### src/rtl/gbts_pkg.sv
// ---------------------------------------------------------------------------
// gbts_pkg
// Shared types and constants for the gap buffer text store.
// ---------------------------------------------------------------------------
package gbts_pkg;

    localparam int CAPACITY_DEF = 256;

    typedef enum logic [2:0] {
        CMD_INSERT    = 3'd0,
        CMD_BACKSPACE = 3'd1,
        CMD_FORWARD   = 3'd2,
        CMD_BACK      = 3'd3,
        CMD_TO_START  = 3'd4,
        CMD_TO_END    = 3'd5,
        CMD_READ      = 3'd6
    } t_cmd;

    typedef enum logic [1:0] {
        ST_OK    = 2'd0,
        ST_FULL  = 2'd1,
        ST_EDGE  = 2'd2,
        ST_RANGE = 2'd3
    } t_status;

    typedef enum logic [1:0] {
        S_IDLE,
        S_MOVE,
        S_RDW,
        S_DONE
    } t_state;

endpackage

### src/rtl/gbts_ram.sv
// ---------------------------------------------------------------------------
// gbts_ram
// Simple dual-port RAM: one write port, one read port with registered data.
// ---------------------------------------------------------------------------
module gbts_ram #(
    parameter int WIDTH = 8,
    parameter int DEPTH = 256
) (
    input  logic                     i_clk,
    input  logic                     i_we,
    input  logic [$clog2(DEPTH)-1:0] i_waddr,
    input  logic [WIDTH-1:0]         i_wdata,
    input  logic                     i_re,
    input  logic [$clog2(DEPTH)-1:0] i_raddr,
    output logic [WIDTH-1:0]         o_rdata
);

    logic [WIDTH-1:0] r_mem [DEPTH];
    logic [WIDTH-1:0] r_rdata;

    always_ff @(posedge i_clk) begin
        if (i_we) begin
            r_mem[i_waddr] <= i_wdata;
        end
        if (i_re) begin
            r_rdata <= r_mem[i_raddr];
        end
    end

    assign o_rdata = r_rdata;

endmodule

### src/rtl/gap_buffer_text_store.sv
// ---------------------------------------------------------------------------
// gap_buffer_text_store
// Text store of CAPACITY bytes kept as two stacks in one RAM around a cursor.
// ---------------------------------------------------------------------------
// One command is in flight at a time. Insert, backspace, unused codes and
// every command that hits an edge, is full or is out of range go straight
// from accept to the done state; read waits on the registered RAM read, and
// forward and back pass through the move state. To start and to end move
// one byte per cycle through the single RAM read and write ports, up to the
// edge (at most CAPACITY bytes). The result sits in an output register; a
// stalled result holds the block before its next accept. Entries that were
// never written are not cleared; reads only reach written text.
module gap_buffer_text_store #(
    parameter int CAPACITY = gbts_pkg::CAPACITY_DEF
) (
    input  logic       i_clk,
    input  logic       i_rst_n,
    input  logic       i_in_valid,
    output logic       o_in_ready,
    input  logic [2:0] i_cmd,
    input  logic [7:0] i_ch,
    input  logic [7:0] i_position,
    output logic       o_out_valid,
    input  logic       i_out_ready,
    output logic [7:0] o_char_out,
    output logic [8:0] o_cursor,
    output logic [8:0] o_length,
    output logic [1:0] o_status
);

    import gbts_pkg::*;

    localparam int AW = (CAPACITY > 1) ? $clog2(CAPACITY) : 1;
    localparam int CW = $clog2(CAPACITY + 1);
    localparam int XW = CW + 8;
    localparam logic [CW-1:0] CAP_C = CW'(CAPACITY);

    t_state          r_state, n_state;
    logic [CW-1:0]   r_bc, n_bc;
    logic [CW-1:0]   r_as, n_as;
    logic            r_fwd, n_fwd;
    logic            r_walk, n_walk;
    t_status         r_status, n_status;
    logic [7:0]      r_char, n_char;
    logic            r_ovalid, n_ovalid;
    logic [7:0]      r_ochar, n_ochar;
    logic [8:0]      r_ocursor, n_ocursor;
    logic [8:0]      r_olength, n_olength;
    logic [1:0]      r_ostatus, n_ostatus;

    logic            mem_we, mem_re;
    logic [AW-1:0]   mem_waddr, mem_raddr;
    logic [7:0]      mem_wdata, mem_rdata;

    logic [CW-1:0]   len, bc_m1, bc_m2, as_m1, as_p1;
    logic [XW-1:0]   pos_x, tail_x;
    logic            accept, slot_free;

    gbts_ram #(
        .WIDTH(8),
        .DEPTH(CAPACITY)
    ) u_ram (
        .i_clk  (i_clk),
        .i_we   (mem_we),
        .i_waddr(mem_waddr),
        .i_wdata(mem_wdata),
        .i_re   (mem_re),
        .i_raddr(mem_raddr),
        .o_rdata(mem_rdata)
    );

    assign len    = r_bc + (CAP_C - r_as);
    assign bc_m1  = r_bc - CW'(1);
    assign bc_m2  = r_bc - CW'(2);
    assign as_m1  = r_as - CW'(1);
    assign as_p1  = r_as + CW'(1);
    assign pos_x  = XW'(i_position);
    assign tail_x = XW'(r_as) + pos_x - XW'(r_bc);

    assign o_in_ready = (r_state == S_IDLE);
    assign accept     = i_in_valid && o_in_ready;
    assign slot_free  = !r_ovalid || i_out_ready;

    always_comb begin
        n_state   = r_state;
        n_bc      = r_bc;
        n_as      = r_as;
        n_fwd     = r_fwd;
        n_walk    = r_walk;
        n_status  = r_status;
        n_char    = r_char;
        n_ovalid  = r_ovalid;
        n_ochar   = r_ochar;
        n_ocursor = r_ocursor;
        n_olength = r_olength;
        n_ostatus = r_ostatus;
        mem_we    = 1'b0;
        mem_waddr = r_bc[AW-1:0];
        mem_wdata = i_ch;
        mem_re    = 1'b0;
        mem_raddr = r_as[AW-1:0];

        if (r_ovalid && i_out_ready) begin
            n_ovalid = 1'b0;
        end

        unique case (r_state)
            S_IDLE: begin
                if (accept) begin
                    n_status = ST_OK;
                    n_char   = 8'd0;
                    n_state  = S_DONE;
                    unique case (t_cmd'(i_cmd))
                        CMD_INSERT: begin
                            if (r_bc >= r_as) begin
                                n_status = ST_FULL;
                            end else begin
                                mem_we = 1'b1;
                                n_bc   = r_bc + CW'(1);
                            end
                        end
                        CMD_BACKSPACE: begin
                            if (r_bc == '0) begin
                                n_status = ST_EDGE;
                            end else begin
                                n_bc = bc_m1;
                            end
                        end
                        CMD_FORWARD, CMD_TO_END: begin
                            if (r_as == CAP_C) begin
                                n_status = ST_EDGE;
                            end else begin
                                mem_re    = 1'b1;
                                mem_raddr = r_as[AW-1:0];
                                n_fwd     = 1'b1;
                                n_walk    = (t_cmd'(i_cmd) == CMD_TO_END);
                                n_state   = S_MOVE;
                            end
                        end
                        CMD_BACK, CMD_TO_START: begin
                            if (r_bc == '0) begin
                                n_status = ST_EDGE;
                            end else begin
                                mem_re    = 1'b1;
                                mem_raddr = bc_m1[AW-1:0];
                                n_fwd     = 1'b0;
                                n_walk    = (t_cmd'(i_cmd) == CMD_TO_START);
                                n_state   = S_MOVE;
                            end
                        end
                        CMD_READ: begin
                            if (pos_x >= XW'(len)) begin
                                n_status = ST_RANGE;
                            end else begin
                                mem_re    = 1'b1;
                                mem_raddr = (pos_x < XW'(r_bc)) ? pos_x[AW-1:0]
                                                                : tail_x[AW-1:0];
                                n_state   = S_RDW;
                            end
                        end
                        default: begin
                        end
                    endcase
                end
            end
            S_MOVE: begin
                mem_we    = 1'b1;
                mem_wdata = mem_rdata;
                n_state   = S_DONE;
                if (r_fwd) begin
                    mem_waddr = r_bc[AW-1:0];
                    n_bc      = r_bc + CW'(1);
                    n_as      = as_p1;
                    if (r_walk && (as_p1 != CAP_C)) begin
                        mem_re    = 1'b1;
                        mem_raddr = as_p1[AW-1:0];
                        n_state   = S_MOVE;
                    end
                end else begin
                    mem_waddr = as_m1[AW-1:0];
                    n_bc      = bc_m1;
                    n_as      = as_m1;
                    if (r_walk && (bc_m1 != '0)) begin
                        mem_re    = 1'b1;
                        mem_raddr = bc_m2[AW-1:0];
                        n_state   = S_MOVE;
                    end
                end
            end
            S_RDW: begin
                n_char  = mem_rdata;
                n_state = S_DONE;
            end
            S_DONE: begin
                if (slot_free) begin
                    n_ovalid  = 1'b1;
                    n_ochar   = r_char;
                    n_ocursor = 9'(r_bc);
                    n_olength = 9'(len);
                    n_ostatus = r_status;
                    n_state   = S_IDLE;
                end
            end
            default: begin
                n_state = S_IDLE;
            end
        endcase
    end

    always_ff @(posedge i_clk) begin
        if (!i_rst_n) begin
            r_state  <= S_IDLE;
            r_bc     <= '0;
            r_as     <= CAP_C;
            r_ovalid <= 1'b0;
            r_fwd    <= 1'b0;
            r_walk   <= 1'b0;
        end else begin
            r_state  <= n_state;
            r_bc     <= n_bc;
            r_as     <= n_as;
            r_ovalid <= n_ovalid;
            r_fwd    <= n_fwd;
            r_walk   <= n_walk;
        end
    end

    always_ff @(posedge i_clk) begin
        r_status  <= n_status;
        r_char    <= n_char;
        r_ochar   <= n_ochar;
        r_ocursor <= n_ocursor;
        r_olength <= n_olength;
        r_ostatus <= n_ostatus;
    end

    assign o_out_valid = r_ovalid;
    assign o_char_out  = r_ochar;
    assign o_cursor    = r_ocursor;
    assign o_length    = r_olength;
    assign o_status    = r_ostatus;

endmodule
### config.mk
export PLATFORM = sky130hd
export DESIGN_NAME = gap_buffer_text_store
export DESIGN_NICKNAME = d
export VERILOG_FILES = /design/src/rtl/gbts_pkg.sv /design/src/rtl/gbts_ram.sv /design/src/rtl/gap_buffer_text_store.sv
export SDC_FILE = /design/constraint.sdc
export NUM_CORES = 2
export LEC_CHECK = 0
export ABC_CLOCK_PERIOD_IN_PS = 15600
export BUFFER_PORTS_ARGS = -buffer_cell sky130_fd_sc_hd__buf_4
export CELL_PAD_IN_SITES_DETAIL_PLACEMENT = 0
export CELL_PAD_IN_SITES_GLOBAL_PLACEMENT = 1
export CORE_MARGIN = 2
export CORE_UTILIZATION = 60
export CTS_BUF_LIST = sky130_fd_sc_hd__clkbuf_4
export DETAILED_ROUTE_END_ITERATION = 8
export PLACE_DENSITY_LB_ADDON = 0.25
export SETUP_SLACK_MARGIN = 0.4
export SLEW_MARGIN = 20
export SYNTH_ARGS = -nofsm -noshare
export SYNTH_HDL_FRONTEND = slang
export SYNTH_HIERARCHICAL = 1
export SYNTH_SLANG_ARGS = --single-unit
### constraint.sdc
create_clock -name i_clk -period 15.6 [get_ports i_clk]
set_clock_uncertainty 0.1 [all_clocks]
set_input_delay 0.78 -clock i_clk [delete_from_list [all_inputs] [get_ports i_clk]]
set_output_delay 0.78 -clock i_clk [all_outputs]
set_load 0.03 [all_outputs]
==> flow_summary_export.csv <==
group,metric,value,unit
sta,period_minus_slack,9.68,ns
yosys,synth_cells,4363,
route,drc,0,
worst_setup_path,path_buf_inv,5,
global_routing,grt_remaining_overflow,0,
placed_design,gp_congestion,0.887,
global_routing,grt_pass1_vias,45800,
placed_design,place_ws,5.76,ns
floorplanning,core_area,141000,um^2
cts,h-tree-depth,6,
yosys,synth_ff_type,"edfxtp_1",
global_routing,grt_use_total,29.0,%
yosys,yosys_warnings,6,
yosys,synth_cell_types,95,
cells_and_area,final_layout_size_suffix_gt1_share,28.6,%
yosys,postSynthNetCount,4451,
floorplanning,fp-row-count,138,
cells_and_area,area_growth_syn_to_layout,10.3,%
cts,post-cts-setup-buffers,0,
worst_setup_path,worstPathRequired,16.61,ns
yosys,synth_area_leaders,"edfxtp_1 (74%), mux4_2 (12%), mux2i_1 (1.7%), nor2_1 (1.5%), a22oi_1 (1.2%)",
power,ir_drop,0.205,mV
sta,rsz0062_at_grt,"no",
yosys,async_flop_share,0,%
cts,worstSkewPairLatency,1.34,ns
placed_design,post-dp-hpwl,126,mm
cts,clock-sinks,2117,
sta,fin_setup_tns,0,ns
worst_setup_path,worstPathArrival,10.69,ns
worst_setup_path,cpPeakStageDelay,1.12,ns
placed_design,portBuffers,52,
sta,relSlewSlack,18.8,%
worst_setup_path,critical_path_class,"flop to flop",
power,power_density,201,nW/um^2
route,dr.first_iter.drc_count,5769,
run,maxCapViolations,0,
route,ant_nets,0,
cts,cts-buffers-inserted,549,
yosys,yosys_register_bits,2117,
yosys,yosysTopAreaCell,"edfxtp_1",
yosys,synth_top_area_share,73.8,%
floorplanning,die_w,381,um
min_path,hp-class,"primary input to flop",
worst_setup_path,worst_setup_path_end_kind,"flop",
yosys,synth_edf_count,2094,
route,viasPerCell,6.56,
route,route.detailed.wl_per_inst,29.8,um
sta,fmax,103,MHz
yosys,synth_simple_gate_area_share,3.74,%
cts,path_clk_slew,0.07,ns
worst_setup_path,path_max_fanout,68,
floorplanning,die-area,145000,um^2
yosys,muxShareOfSynthArea,13.9,%
sta,max_slew.worst_pin.slew,1.22,ns
yosys,syn_area,85200,um^2
sta,setup_viol,0,
sta,period_share,62.0,%
floorplanning,die_y,381,um
yosys,synth_top_family_by_area,"multiplexers",
sta,finalHoldViolations,0,
cells_and_area,n_fill_cell,9419,
cts,cts_tree,"yes",
status,outcome,"finished clean",
floorplanning,pin_count,53,
global_routing,grt_pass1_wl,305,mm
worst_setup_path,path_delay_family,"compound AO/OA/AOI/OAI gates",
yosys,postSynthAreaPerCell,19.5,um^2
yosys,yosysSeqAreaShare,74.4,%
yosys,synthAdderAreaFrac,1.06,%
sta,fin_ws,5.92,ns
global_routing,grt_max_degree,166,
route,vias,46100,
cts,root_buffer,"clkbuf_4",
floorplanning,start_util,60.3,%
yosys,yosys.area_share.xor_xnor,0.351,%
worst_setup_path,cpMaxStageDelayCell,"a2111oi_1",
power,leakage,29.4,nW
cts,ctsLongestPathBuffers,4,
worst_setup_path,regToRegSetupSlack,5.92,ns
route,first_pass_iters,6,
route,wl,209,mm
yosys,synth_compound_area_share,4.40,%
worst_setup_path,start_kind,"flop",
global_routing,antenna_found_initial,5,
cells_and_area,fin_nets,4894,
sta,drv_slew,0,
## sequential cells by signal (all words and copies together), names as in the netlist
signal	flops
o_length	9
r_fwd	1
o_char_out	8
o_status	2
r_state	2
r_status	2
u_ram/o_rdata	8
r_char	8
r_bc	9
o_cursor	9
r_walk	1
u_ram/r_mem	2048
o_out_valid	1
r_as	9
## kinds of logic after synthesis
| group | Yosys count |
|---|---|
| buffers and inverters | 331 |
| flip-flops | 2117 |
| AND/OR/NAND/NOR | 676 |
| multiplexers | 612 |
| XOR/XNOR | 32 |
| AO/OA/AOI/OAI | 530 |
| adder cells (fa/ha/maj) | 65 |
## per-layer routing
metal / vias to the layer above / GRT usage [%] / wire length (um)
li1: 19200 / - / -
met1: 23800 / 41.6 / 80700
met2: 2721 / 44.2 / 100000
met3: 371 / 6.30 / 21400
met4: 2 / 11.7 / 6950
met5: - / 0 / 155
## timing repair
action,in CTS,in global routing
endpoints found under the hold margin,24,0
hold buffers,10,0
resized for setup,0,0
## cell usage after synthesis (5+ instances only)
master and count:
edfxtp_1 2094, mux4_2 454, nor2_1 333, mux2i_1 144
clkbuf_1 136, a22oi_1 135, a21oi_1 122, nand2_1 82
inv_1 63, nand3_1 55, ha_1 53, o221ai_1 47
nor2b_1 39, o21ai_0 38, nor3_1 34, buf_2 33
o22ai_1 33, nand4_1 29, buf_4 28, xnor2_1 25
buf_6 24, nor4_1 24, buf_1 23, dfxtp_1 23
a211oi_1 21, and2_1 17, o211ai_1 17, a221oi_1 14
nand2b_1 14, buf_8 13, fa_1 12, mux2_2 11
a22o_1 8, a31oi_1 8, buf_12 8, o2111ai_1 6
o21a_1 6, o22a_1 6, o32ai_1 6, xor2_1 6
and3_1 5, nor3b_1 5, or2_2 5
## per-stage QoR
step / utilization, % / power (mW) / area [um^2] / cells / hold WS [ns]
global placement: 61.8 / 14.4 / 87300 / 6131 / 0.301
global route: 66.5 / 19.6 / 93900 / 7032 / 0.185
CTS: 66.5 / 18.9 / 93900 / 7027 / 0.127
detailed placement: 61.9 / 14.4 / 87400 / 6134 / 0.307
floorplan: - / 12.1 / 85200 / 4363 / 0.300
finish: 66.5 / 18.8 / 93900 / 7034 / 0.240
## final timing paths
check        startpoint                 end  cells past startpoint
max             r_as[2]    u_ram/o_rdata[0]                     26
min reg2reg   r_char[7]       o_char_out[7]                      0
max reg2reg     r_as[2]    u_ram/o_rdata[0]                     26
min             i_ch[1]  u_ram/r_mem[61][1]                      2
## area by class of cell
class                      count  area (um^2)  area share (%)
multi-input combinational   1915        20300            21.6
tap                         1890         2360            2.52
antenna                        6         15.0          0.0160
sequential                  2117        63300            67.4
timing repair buffer         157         1320            1.40
inverter                      66          248           0.264
clock buffer                 767         5760            6.13
clock inverter               116          619           0.659
## power breakdown
part	internal (mW)	switching, mW	total, mW
Clock	2.35	2.10	4.44
Sequential	6.99	0.104	7.10
Combinational	2.65	4.64	7.29
## worst reg2reg max path, stage by stage (launching register included)
cell	delay, ns
dfxtp_1	0.54
inv_1	0.24
ha_1	0.38
inv_1	0.07
fa_1	0.46
o21ai_0	0.20
a21oi_1	0.13
o21bai_1	0.16
a21oi_1	0.10
xor2_1	0.17
ha_1	0.20
a2111oi_0	0.42
nand2_1	0.11
a41o_1	0.24
nand4b_1	0.25
nand4_1	0.44
o221ai_1	0.36
a21o_4	0.48
buf_12	0.38
buf_4	0.89
buf_4	0.88
mux4_2	0.39
o22a_1	0.12
o21ai_0	0.15
a2111oi_1	1.12
nor3_1	0.20
nor4_2	0.29
## layout by cell type (no fill, tap or decap), types with 35 or more instances in the layout
master | Yosys | layout
ha_1 | 53 | 53
clkinv_1 | 3 | 86
o221ai_1 | 47 | 47
buf_4 | 28 | 138
inv_1 | 63 | 63
nor2_1 | 333 | 324
a21oi_1 | 122 | 121
clkbuf_4 | 0 | 767
mux4_2 | 454 | 454
nand3_1 | 55 | 55
mux2i_1 | 144 | 144
edfxtp_1 | 2094 | 2094
nand2_1 | 82 | 82
o21ai_0 | 38 | 35
nor2b_1 | 39 | 35
a22oi_1 | 135 | 135
Note: power is estimated with default switching activity, not from simulation.
